`src/ldcr_pkg.sv`:
```
`timescale 1ns / 1ps
// ----------------------------------------------------------------------------
// ldcr_pkg: shared types and constants of the latched day clock registers
// Request codes, register numbers, clock limits and the reciprocal constants
// used to split an elapsed second count into clock digits.
// ----------------------------------------------------------------------------
package ldcr_pkg;

    typedef enum logic [1:0] {
        REQ_TICK  = 2'd0,
        REQ_READ  = 2'd1,
        REQ_WRITE = 2'd2,
        REQ_LATCH = 2'd3
    } ldcr_req_t;

    localparam int NUM_REGS = 5;

    localparam logic [2:0] REG_SEC  = 3'd0;
    localparam logic [2:0] REG_MIN  = 3'd1;
    localparam logic [2:0] REG_HOUR = 3'd2;
    localparam logic [2:0] REG_DAYL = 3'd3;
    localparam logic [2:0] REG_DAYH = 3'd4;

    localparam logic [7:0]  SEC_LIMIT  = 8'd60;
    localparam logic [7:0]  MIN_LIMIT  = 8'd60;
    localparam logic [7:0]  HOUR_LIMIT = 8'd24;
    localparam logic [16:0] DAY_MAX    = 17'd511;
    localparam logic [7:0]  LATCH_ON   = 8'h01;
    localparam logic [7:0]  DAY_CARRY  = 8'h80;
    localparam logic [7:0]  READ_ZERO  = 8'h00;

    // x / 15 = (x * MAGIC_DIV15) >> 35 and x / 3 = (x * MAGIC_DIV3) >> 33,
    // exact for every unsigned 32-bit x.
    localparam logic [31:0] MAGIC_DIV15 = 32'h8888_8889;
    localparam logic [31:0] MAGIC_DIV3  = 32'hAAAA_AAAB;

    // Request fields that travel with every item through the pipeline.
    typedef struct packed {
        ldcr_req_t  req;
        logic [2:0] idx;
        logic [7:0] data;
        logic       nonzero;
    } ldcr_item_t;

    // Clock digits of an elapsed count, as handed to the register stage.
    typedef struct packed {
        ldcr_item_t  item;
        logic [5:0]  sec_part;
        logic [5:0]  min_part;
        logic [7:0]  hours_lo;
        logic [15:0] days;
    } ldcr_split_t;

endpackage

```
`src/ldcr_split.sv`:
```
`timescale 1ns / 1ps
// ----------------------------------------------------------------------------
// ldcr_split: elapsed-second splitter pipeline
// Four registered stages that break a 32-bit second count into seconds,
// minutes, hours and days, with at most one reciprocal multiply per stage.
// ----------------------------------------------------------------------------
module ldcr_split (
    input  logic                 clk,
    input  logic                 rst_n,
    input  logic                 in_valid,
    output logic                 in_ready,
    input  ldcr_pkg::ldcr_item_t in_item,
    input  logic [31:0]          in_elapsed,
    output logic                 out_valid,
    input  logic                 out_ready,
    output ldcr_pkg::ldcr_split_t out_split
);
    import ldcr_pkg::*;

    logic        s1_valid_reg, s2_valid_reg, s3_valid_reg, s4_valid_reg;
    logic        s1_ready, s2_ready, s3_ready, s4_ready;
    ldcr_item_t  s1_item_reg, s2_item_reg, s3_item_reg, s4_item_reg;

    logic [31:0] s1_e_reg;
    logic [7:0]  s2_e_lo_reg;
    logic [26:0] s2_q1_reg;
    logic [5:0]  s3_r1_reg;
    logic [20:0] s3_q2_reg;
    logic [7:0]  s3_q1_lo_reg;
    logic [5:0]  s4_r1_reg;
    logic [5:0]  s4_r2_reg;
    logic [7:0]  s4_q2_lo_reg;
    logic [15:0] s4_q3_reg;

    logic [61:0] q1_prod;
    logic [56:0] q2_prod;
    logic [49:0] q3_prod;
    logic [26:0] s1_q1_next;
    logic [20:0] s2_q2_next;
    logic [15:0] s3_q3_next;
    logic [7:0]  r1_wide;
    logic [7:0]  r2_wide;

    assign s4_ready = !s4_valid_reg || out_ready;
    assign s3_ready = !s3_valid_reg || s4_ready;
    assign s2_ready = !s2_valid_reg || s3_ready;
    assign s1_ready = !s1_valid_reg || s2_ready;
    assign in_ready = s1_ready;

    // e / 60 = (e >> 2) / 15, and so on down the chain.
    assign q1_prod    = 62'(s1_e_reg[31:2]) * 62'(MAGIC_DIV15);
    assign s1_q1_next = q1_prod[61:35];
    assign q2_prod    = 57'(s2_q1_reg[26:2]) * 57'(MAGIC_DIV15);
    assign s2_q2_next = q2_prod[55:35];
    assign q3_prod    = 50'(s3_q2_reg[20:3]) * 50'(MAGIC_DIV3);
    assign s3_q3_next = q3_prod[48:33];

    // Remainders are below 60, so eight bits of the difference suffice.
    assign r1_wide = s2_e_lo_reg - 8'(s2_q1_reg[7:0] * SEC_LIMIT);
    assign r2_wide = s3_q1_lo_reg - 8'(s3_q2_reg[7:0] * MIN_LIMIT);

    always_ff @(posedge clk or negedge rst_n)
    begin
        if (!rst_n)
        begin
            s1_valid_reg <= 1'b0;
            s2_valid_reg <= 1'b0;
            s3_valid_reg <= 1'b0;
            s4_valid_reg <= 1'b0;
        end
        else
        begin
            if (s1_ready)
                s1_valid_reg <= in_valid;
            if (s2_ready)
                s2_valid_reg <= s1_valid_reg;
            if (s3_ready)
                s3_valid_reg <= s2_valid_reg;
            if (s4_ready)
                s4_valid_reg <= s3_valid_reg;
        end
    end

    always_ff @(posedge clk)
    begin
        if (s1_ready)
        begin
            s1_item_reg <= in_item;
            s1_e_reg    <= in_elapsed;
        end
        if (s2_ready)
        begin
            s2_item_reg <= s1_item_reg;
            s2_e_lo_reg <= s1_e_reg[7:0];
            s2_q1_reg   <= s1_q1_next;
        end
        if (s3_ready)
        begin
            s3_item_reg  <= s2_item_reg;
            s3_r1_reg    <= r1_wide[5:0];
            s3_q2_reg    <= s2_q2_next;
            s3_q1_lo_reg <= s2_q1_reg[7:0];
        end
        if (s4_ready)
        begin
            s4_item_reg  <= s3_item_reg;
            s4_r1_reg    <= s3_r1_reg;
            s4_r2_reg    <= r2_wide[5:0];
            s4_q2_lo_reg <= s3_q2_reg[7:0];
            s4_q3_reg    <= s3_q3_next;
        end
    end

    assign out_valid          = s4_valid_reg;
    assign out_split.item     = s4_item_reg;
    assign out_split.sec_part = s4_r1_reg;
    assign out_split.min_part = s4_r2_reg;
    assign out_split.hours_lo = s4_q2_lo_reg;
    assign out_split.days     = s4_q3_reg;

endmodule

```
`src/latched_day_clock_registers_top.sv`:
```
`timescale 1ns / 1ps
// ----------------------------------------------------------------------------
// latched_day_clock_registers_top: real-time clock behind five byte registers
// Seconds, minutes, hours and a 9-bit day count with a sticky overflow carry,
// advanced by tick beats, accessed by read and write beats, and copied into
// a latch by a latch-control beat.
// ----------------------------------------------------------------------------
//
//  Channel   Direction  Carries
//  s_axis    in         one request beat: tick, read, write or latch control
//  m_axis    out        one read-data byte for every read request
//
//  One request beat is taken per clock cycle while s_axis_tready is high. A
//  read result passes through the four-stage splitter, with at most one
//  reciprocal multiply per stage, and then into the output register. Only
//  read beats produce a result, and they leave in request order. A stalled
//  output holds its byte; a read that reaches the end of the splitter then
//  waits there and holds up every beat behind it, and s_axis_tready drops
//  only when every stage is full. Reset clears all clock registers, the
//  latched copy and the latch flag.
//
module latched_day_clock_registers_top (
    input  logic        clk,
    input  logic        rst_n,
    input  logic        s_axis_tvalid,
    output logic        s_axis_tready,
    // [2:0] reg_index, [10:3] write_data, [42:11] elapsed_seconds, [47:43] zero
    input  logic [47:0] s_axis_tdata,
    // [1:0] req_type
    input  logic [1:0]  s_axis_tuser,
    output logic        m_axis_tvalid,
    input  logic        m_axis_tready,
    // [7:0] read_data
    output logic [7:0]  m_axis_tdata
);
    import ldcr_pkg::*;

    ldcr_item_t  in_item;
    logic        sp_valid;
    logic        sp_ready;
    logic        sp_fire;
    ldcr_split_t sp;

    logic [7:0]  time_reg [NUM_REGS];
    logic [7:0]  time_next [NUM_REGS];
    logic [7:0]  latch_reg [NUM_REGS];
    logic        latch_flag_reg;
    logic        latch_flag_next;
    logic        copy_en;

    logic        out_valid_reg;
    logic [7:0]  out_data_reg;
    logic        out_free;
    logic [7:0]  read_byte;

    // Tick arithmetic on the live registers.
    logic [7:0]  sec_sum, min_sum, hour_sum;
    logic        sec_carry, min_carry, hour_carry;
    logic [7:0]  sec_new, min_new, hour_new;
    logic [7:0]  hour_part;
    logic [16:0] day_sum;
    logic [7:0]  dayh_new;

    assign in_item.req     = ldcr_req_t'(s_axis_tuser);
    assign in_item.idx     = s_axis_tdata[2:0];
    assign in_item.data    = s_axis_tdata[10:3];
    assign in_item.nonzero = |s_axis_tdata[42:11];

    ldcr_split u_split (
        .clk        (clk),
        .rst_n      (rst_n),
        .in_valid   (s_axis_tvalid),
        .in_ready   (s_axis_tready),
        .in_item    (in_item),
        .in_elapsed (s_axis_tdata[42:11]),
        .out_valid  (sp_valid),
        .out_ready  (sp_ready),
        .out_split  (sp)
    );

    // A read needs room in the output register; everything else retires.
    assign out_free = !out_valid_reg || m_axis_tready;
    assign sp_ready = (sp.item.req != REQ_READ) || out_free;
    assign sp_fire  = sp_valid && sp_ready;

    // Hour digit is the low byte of e / 3600 reduced mod 24, under 24.
    assign hour_part = sp.hours_lo - 8'(sp.days[7:0] * HOUR_LIMIT);

    always_comb
    begin
        sec_sum    = time_reg[REG_SEC] + 8'(sp.sec_part);
        sec_carry  = sec_sum >= SEC_LIMIT;
        sec_new    = sec_carry ? sec_sum - SEC_LIMIT : sec_sum;

        min_sum    = time_reg[REG_MIN] + 8'(sec_carry) + 8'(sp.min_part);
        min_carry  = min_sum >= MIN_LIMIT;
        min_new    = min_carry ? min_sum - MIN_LIMIT : min_sum;

        hour_sum   = time_reg[REG_HOUR] + 8'(min_carry) + hour_part;
        hour_carry = hour_sum >= HOUR_LIMIT;
        hour_new   = hour_carry ? hour_sum - HOUR_LIMIT : hour_sum;

        day_sum    = 17'({time_reg[REG_DAYH][0], time_reg[REG_DAYL]}) + 17'(hour_carry)
                   + 17'(sp.days);
        dayh_new   = {time_reg[REG_DAYH][7:1], day_sum[8]};
        if (day_sum > DAY_MAX)
            dayh_new = dayh_new | DAY_CARRY;
    end

    always_comb
    begin
        for (int i = 0; i < NUM_REGS; i++)
            time_next[i] = time_reg[i];
        latch_flag_next = latch_flag_reg;
        copy_en         = 1'b0;
        if (sp_fire)
        begin
            unique case (sp.item.req)
                REQ_TICK:
                begin
                    // A zero count leaves even out-of-range values alone.
                    if (sp.item.nonzero)
                    begin
                        time_next[REG_SEC]  = sec_new;
                        time_next[REG_MIN]  = min_new;
                        time_next[REG_HOUR] = hour_new;
                        time_next[REG_DAYL] = day_sum[7:0];
                        time_next[REG_DAYH] = dayh_new;
                    end
                end
                REQ_READ:
                begin
                end
                REQ_WRITE:
                begin
                    if (sp.item.idx < 3'(NUM_REGS))
                        time_next[sp.item.idx] = sp.item.data;
                end
                REQ_LATCH:
                begin
                    copy_en         = !latch_flag_reg && (sp.item.data == LATCH_ON);
                    latch_flag_next = sp.item.data[0];
                end
                default:
                begin
                end
            endcase
        end
    end

    always_comb
    begin
        if (sp.item.idx >= 3'(NUM_REGS))
            read_byte = READ_ZERO;
        else if (latch_flag_reg)
            read_byte = latch_reg[sp.item.idx];
        else
            read_byte = time_reg[sp.item.idx];
    end

    always_ff @(posedge clk or negedge rst_n)
    begin
        if (!rst_n)
        begin
            for (int i = 0; i < NUM_REGS; i++)
            begin
                time_reg[i]  <= 8'h00;
                latch_reg[i] <= 8'h00;
            end
            latch_flag_reg <= 1'b0;
            out_valid_reg  <= 1'b0;
        end
        else
        begin
            for (int i = 0; i < NUM_REGS; i++)
            begin
                time_reg[i] <= time_next[i];
                if (copy_en)
                    latch_reg[i] <= time_reg[i];
            end
            latch_flag_reg <= latch_flag_next;
            if (out_free)
                out_valid_reg <= sp_fire && (sp.item.req == REQ_READ);
        end
    end

    always_ff @(posedge clk)
    begin
        if (out_free && sp_fire && (sp.item.req == REQ_READ))
            out_data_reg <= read_byte;
    end

    assign m_axis_tvalid = out_valid_reg;
    assign m_axis_tdata  = out_data_reg;

    // The day overflow carry only clears through a write to register four.
    a_carry_sticky: assert property (@(posedge clk) disable iff (!rst_n)
        (time_reg[REG_DAYH][7] && !(sp_fire && sp.item.req == REQ_WRITE
            && sp.item.idx == REG_DAYH)) |=> time_reg[REG_DAYH][7])
        else $error("day overflow carry cleared without a register write");

    // An in-range seconds value stays in range across a tick.
    a_sec_range: assert property (@(posedge clk) disable iff (!rst_n)
        (sp_fire && sp.item.req == REQ_TICK && time_reg[REG_SEC] < SEC_LIMIT)
            |=> time_reg[REG_SEC] < SEC_LIMIT)
        else $error("seconds left range after a tick");

    // An in-range hours value stays in range across a tick.
    a_hour_range: assert property (@(posedge clk) disable iff (!rst_n)
        (sp_fire && sp.item.req == REQ_TICK && time_reg[REG_HOUR] < HOUR_LIMIT)
            |=> time_reg[REG_HOUR] < HOUR_LIMIT)
        else $error("hours left range after a tick");

    // A result beat only appears after a read request has retired.
    a_result_from_read: assert property (@(posedge clk) disable iff (!rst_n)
        $rose(m_axis_tvalid) |-> $past(sp_fire && sp.item.req == REQ_READ))
        else $error("result beat without a read request");

endmodule

```
`config.mk`:
```
export PLATFORM = sky130hd
export DESIGN_NAME = latched_day_clock_registers_top
export DESIGN_NICKNAME = d
export VERILOG_FILES = /design/src/ldcr_pkg.sv /design/src/ldcr_split.sv /design/src/latched_day_clock_registers_top.sv
export SDC_FILE = /design/constraint.sdc
export NUM_CORES = 1
export LEC_CHECK = 0
export BUFFER_PORTS_ARGS = -buffer_cell sky130_fd_sc_hd__buf_2
export CAP_MARGIN = 20
export CORE_MARGIN = 2
export CORE_UTILIZATION = 53
export DETAILED_ROUTE_END_ITERATION = 8
export PLACE_DENSITY = 0.71
export SLEW_MARGIN = 20
export SYNTH_ARGS = -nofsm -noshare
export SYNTH_HDL_FRONTEND = slang
export SYNTH_SLANG_ARGS = --single-unit
```
`constraint.sdc`:
```
create_clock -name clk -period 22.3 [get_ports clk]
set_input_delay 2.23 -clock clk [delete_from_list [all_inputs] [get_ports clk]]
set_output_delay 2.23 -clock clk [all_outputs]
set_load 0.1 [all_outputs]
```
==> flow_summary.yaml <==
status:
  status: "complete, no violations"
setup_path:
  end_kind: "flop"
  path_class: "reg -> reg"
  cp_max_fo: 7
  critPathMaxStageDelay_ps: 570
  crit_top_cell: "a21oi_1"
  crit_path_top_delay_cell: "nor4bb_1"
  cp-start-kind: "flop"
  required_ps: 22800
  arrival_ps: 9600
  reg2reg_depth: 39
route:
  drc: 0
  vias: 19600
  via_per_inst: 5.59
  antenna_left: 0
  wl_um: 64500
  wl_per_cell_um: 18.4
  drt_iter0_markers: 1105
  drt_first_pass_iters: 8
yosys:
  ys_seq_area_share_pct: 27.0
  synth_seq_cells: 284
  synth_edf_count: 198
  synth-async-reset-ratio_pct: 30.3
  synth_cell_types: 81
  yosys_warnings: 0
  ys.flop_type: "edfxtp_1"
  synthTopCellsByArea: "ha_1 25%, fa_1 21%, edfxtp_1 20%"
  yosys.area_share.simple_pct: 5.99
  synth_most_common_cell: "ha_1"
  synth_common_cells: "593 x ha_1, 467 x inv_1, 317 x fa_1"
  syn-mean-instance-area_um2: 11.3
  synth_top_family_by_area: "adder cells"
  synthCells: 2658
  yosys.area_share.xor_xnor_pct: 3.24
  syn_nets: 3622
  synthAdderAreaFrac_pct: 45.8
  yosys.area.top_type_share_pct: 24.7
  syn_area_um2: 30000
  synthMuxAreaShare_pct: 1.90
  yosysTopAreaCell: "ha_1"
  synth_compound_area_share_pct: 9.80
sta:
  tightest_slew_ps: 924
  fin_crit_ps: 9100
  rsz0062_at_grt: "no"
  setup_tns_ps: 0
  max_freq_ghz: 0.110
  finalSetupViolCount: 0
  final_max_slew_viol_count: 0
  period_share_pct: 40.8
  hold_viol: 0
  relSlewSlack_pct: 38.0
  clock_skew_ps: 37.4
min_path:
  min_path_cells: 0
  hold_path_class: "reg -> reg"
placement:
  hpwl_um: 53700
  place_congestion: 0.934
  port_buffers: 58
cts:
  cts_buffers: 30
  insertion_delay_ps: 610
  htreeDepth: 1
  clock_sinks: 284
  cts_setup_buffers: 0
  cts_tree: "yes"
  clk_pin_slew_worst_paths_ps: 60
  ctsResizeCount: 0
  clockBufferDepth: 3
  cts-hold-fix-buffers: 0
  cts-root-buf: "clkbuf_16"
floorplan:
  dieArea_um2: 58600
  die_w_um: 242
  rows: 87
  ios: 64
  start_util_pct: 53.5
  coreArea_um2: 56200
  die_y_um: 242
layout:
  area_delta_synth_final_pct: 7.55
  drive_gt1_share_pct: 6.81
  num_antenna_cells: 0
  fin_nets: 3687
  fillers: 4660
run:
  maxCapViolCount: 0
global_route:
  grt_pass1_vias: 21000
  antenna_found_initial: 2
  grt_use_total_pct: 22.6
  gr-total-overflow: 0
  grt_max_degree: 61
  grt_pass1_wl_um: 107000
==> cell usage in the layout (no fill, tap or decap), types with 22 or more instances in the layout <==
cell type,Yosys,routed
xnor2_1,78,78
buf_2,0,57
ha_1,593,593
nor2_1,79,79
clkbuf_16,0,32
nand2_1,100,99
a21o_1,63,63
inv_1,467,466
fa_1,317,317
nand3_1,37,35
edfxtp_1,198,198
dfrtp_1,86,86
xor2_1,33,33
nand2b_1,22,22
mux2_2,41,41
a21oi_1,109,109
a31oi_1,22,22
o21ai_0,79,79
==> worst paths after layout <==
kind | endpoint | from | slack, ps
max in group asynchronous | u_split.s3_valid_reg | rst_n | 19640
max | time_reg[7] | time_reg[32] | 13200
min | u_split.s3_r1_reg[0] | u_split.s2_e_lo_reg[0] | 390
min reg2reg | u_split.s3_r1_reg[0] | u_split.s2_e_lo_reg[0] | 390
min in group asynchronous | latch_reg[7] | rst_n | 1520
max reg2reg | time_reg[7] | time_reg[32] | 13200
==> routing by layer <==
layer	up-vias	share of wire [%]	track usage, %
met1	9708	45	30.9
met5	-	0	0
met3	98	5.1	3.60
met4	0	2.0	5.14
met2	447	48	38.1
li1	9335	-	-
==> critical path: cells and delay by family (launching register included) <==
family / cells / cell delay [ps]
AOI/OAI and AO/OA: 22 / 4450
xor gates and xnor gates: 2 / 350
adders and majority gates: 5 / 1760
buffers and inverters: 4 / 370
DFF: 1 / 420
and+or+nand+nor: 6 / 1680
==> metrics by stage <==
step / worst slack [ps] / area (um2) / std cells / hold slack [ps] / utilization, %
6_report: 13200 / 32300 / 3503 / 388 / 57.5
5_1_grt: 12330 / 32300 / 3503 / 411 / 57.5
4_1_cts: 13300 / 32300 / 3503 / 399 / 57.5
3_5_place_dp: 13330 / 31200 / 3447 / 405 / 55.6
3_3_place_gp: 13600 / 31200 / 3447 / 402 / 55.6
2_1_floorplan: 14420 / 30000 / 2658 / 400 / -
==> layout make-up <==
| type | count | area, um2 | area share [%] |
|---|---|---|---|
| clock inverters | 14 | 200 | 0.620 |
| multi-input cells | 1873 | 20100 | 62.2 |
| flip-flops and latches | 284 | 8100 | 25.1 |
| inverters | 467 | 1750 | 5.43 |
| well taps | 756 | 946 | 2.93 |
| clock buffers | 42 | 858 | 2.66 |
| repair buffers | 67 | 360 | 1.12 |
==> cells by family (layout without fill, tap and decap cells) <==
family          count (synthesis)  after routing
buf+inv                       501            590
xor+xnor                      111            111
compound gates                437            437
flops                         284            284
simple gates                  363            363
fa+ha+maj                     910            910
mux                            52             52
Power is not shown: default switching activity piles up to over one toggle a cycle in this logic, so the estimate is an artifact.
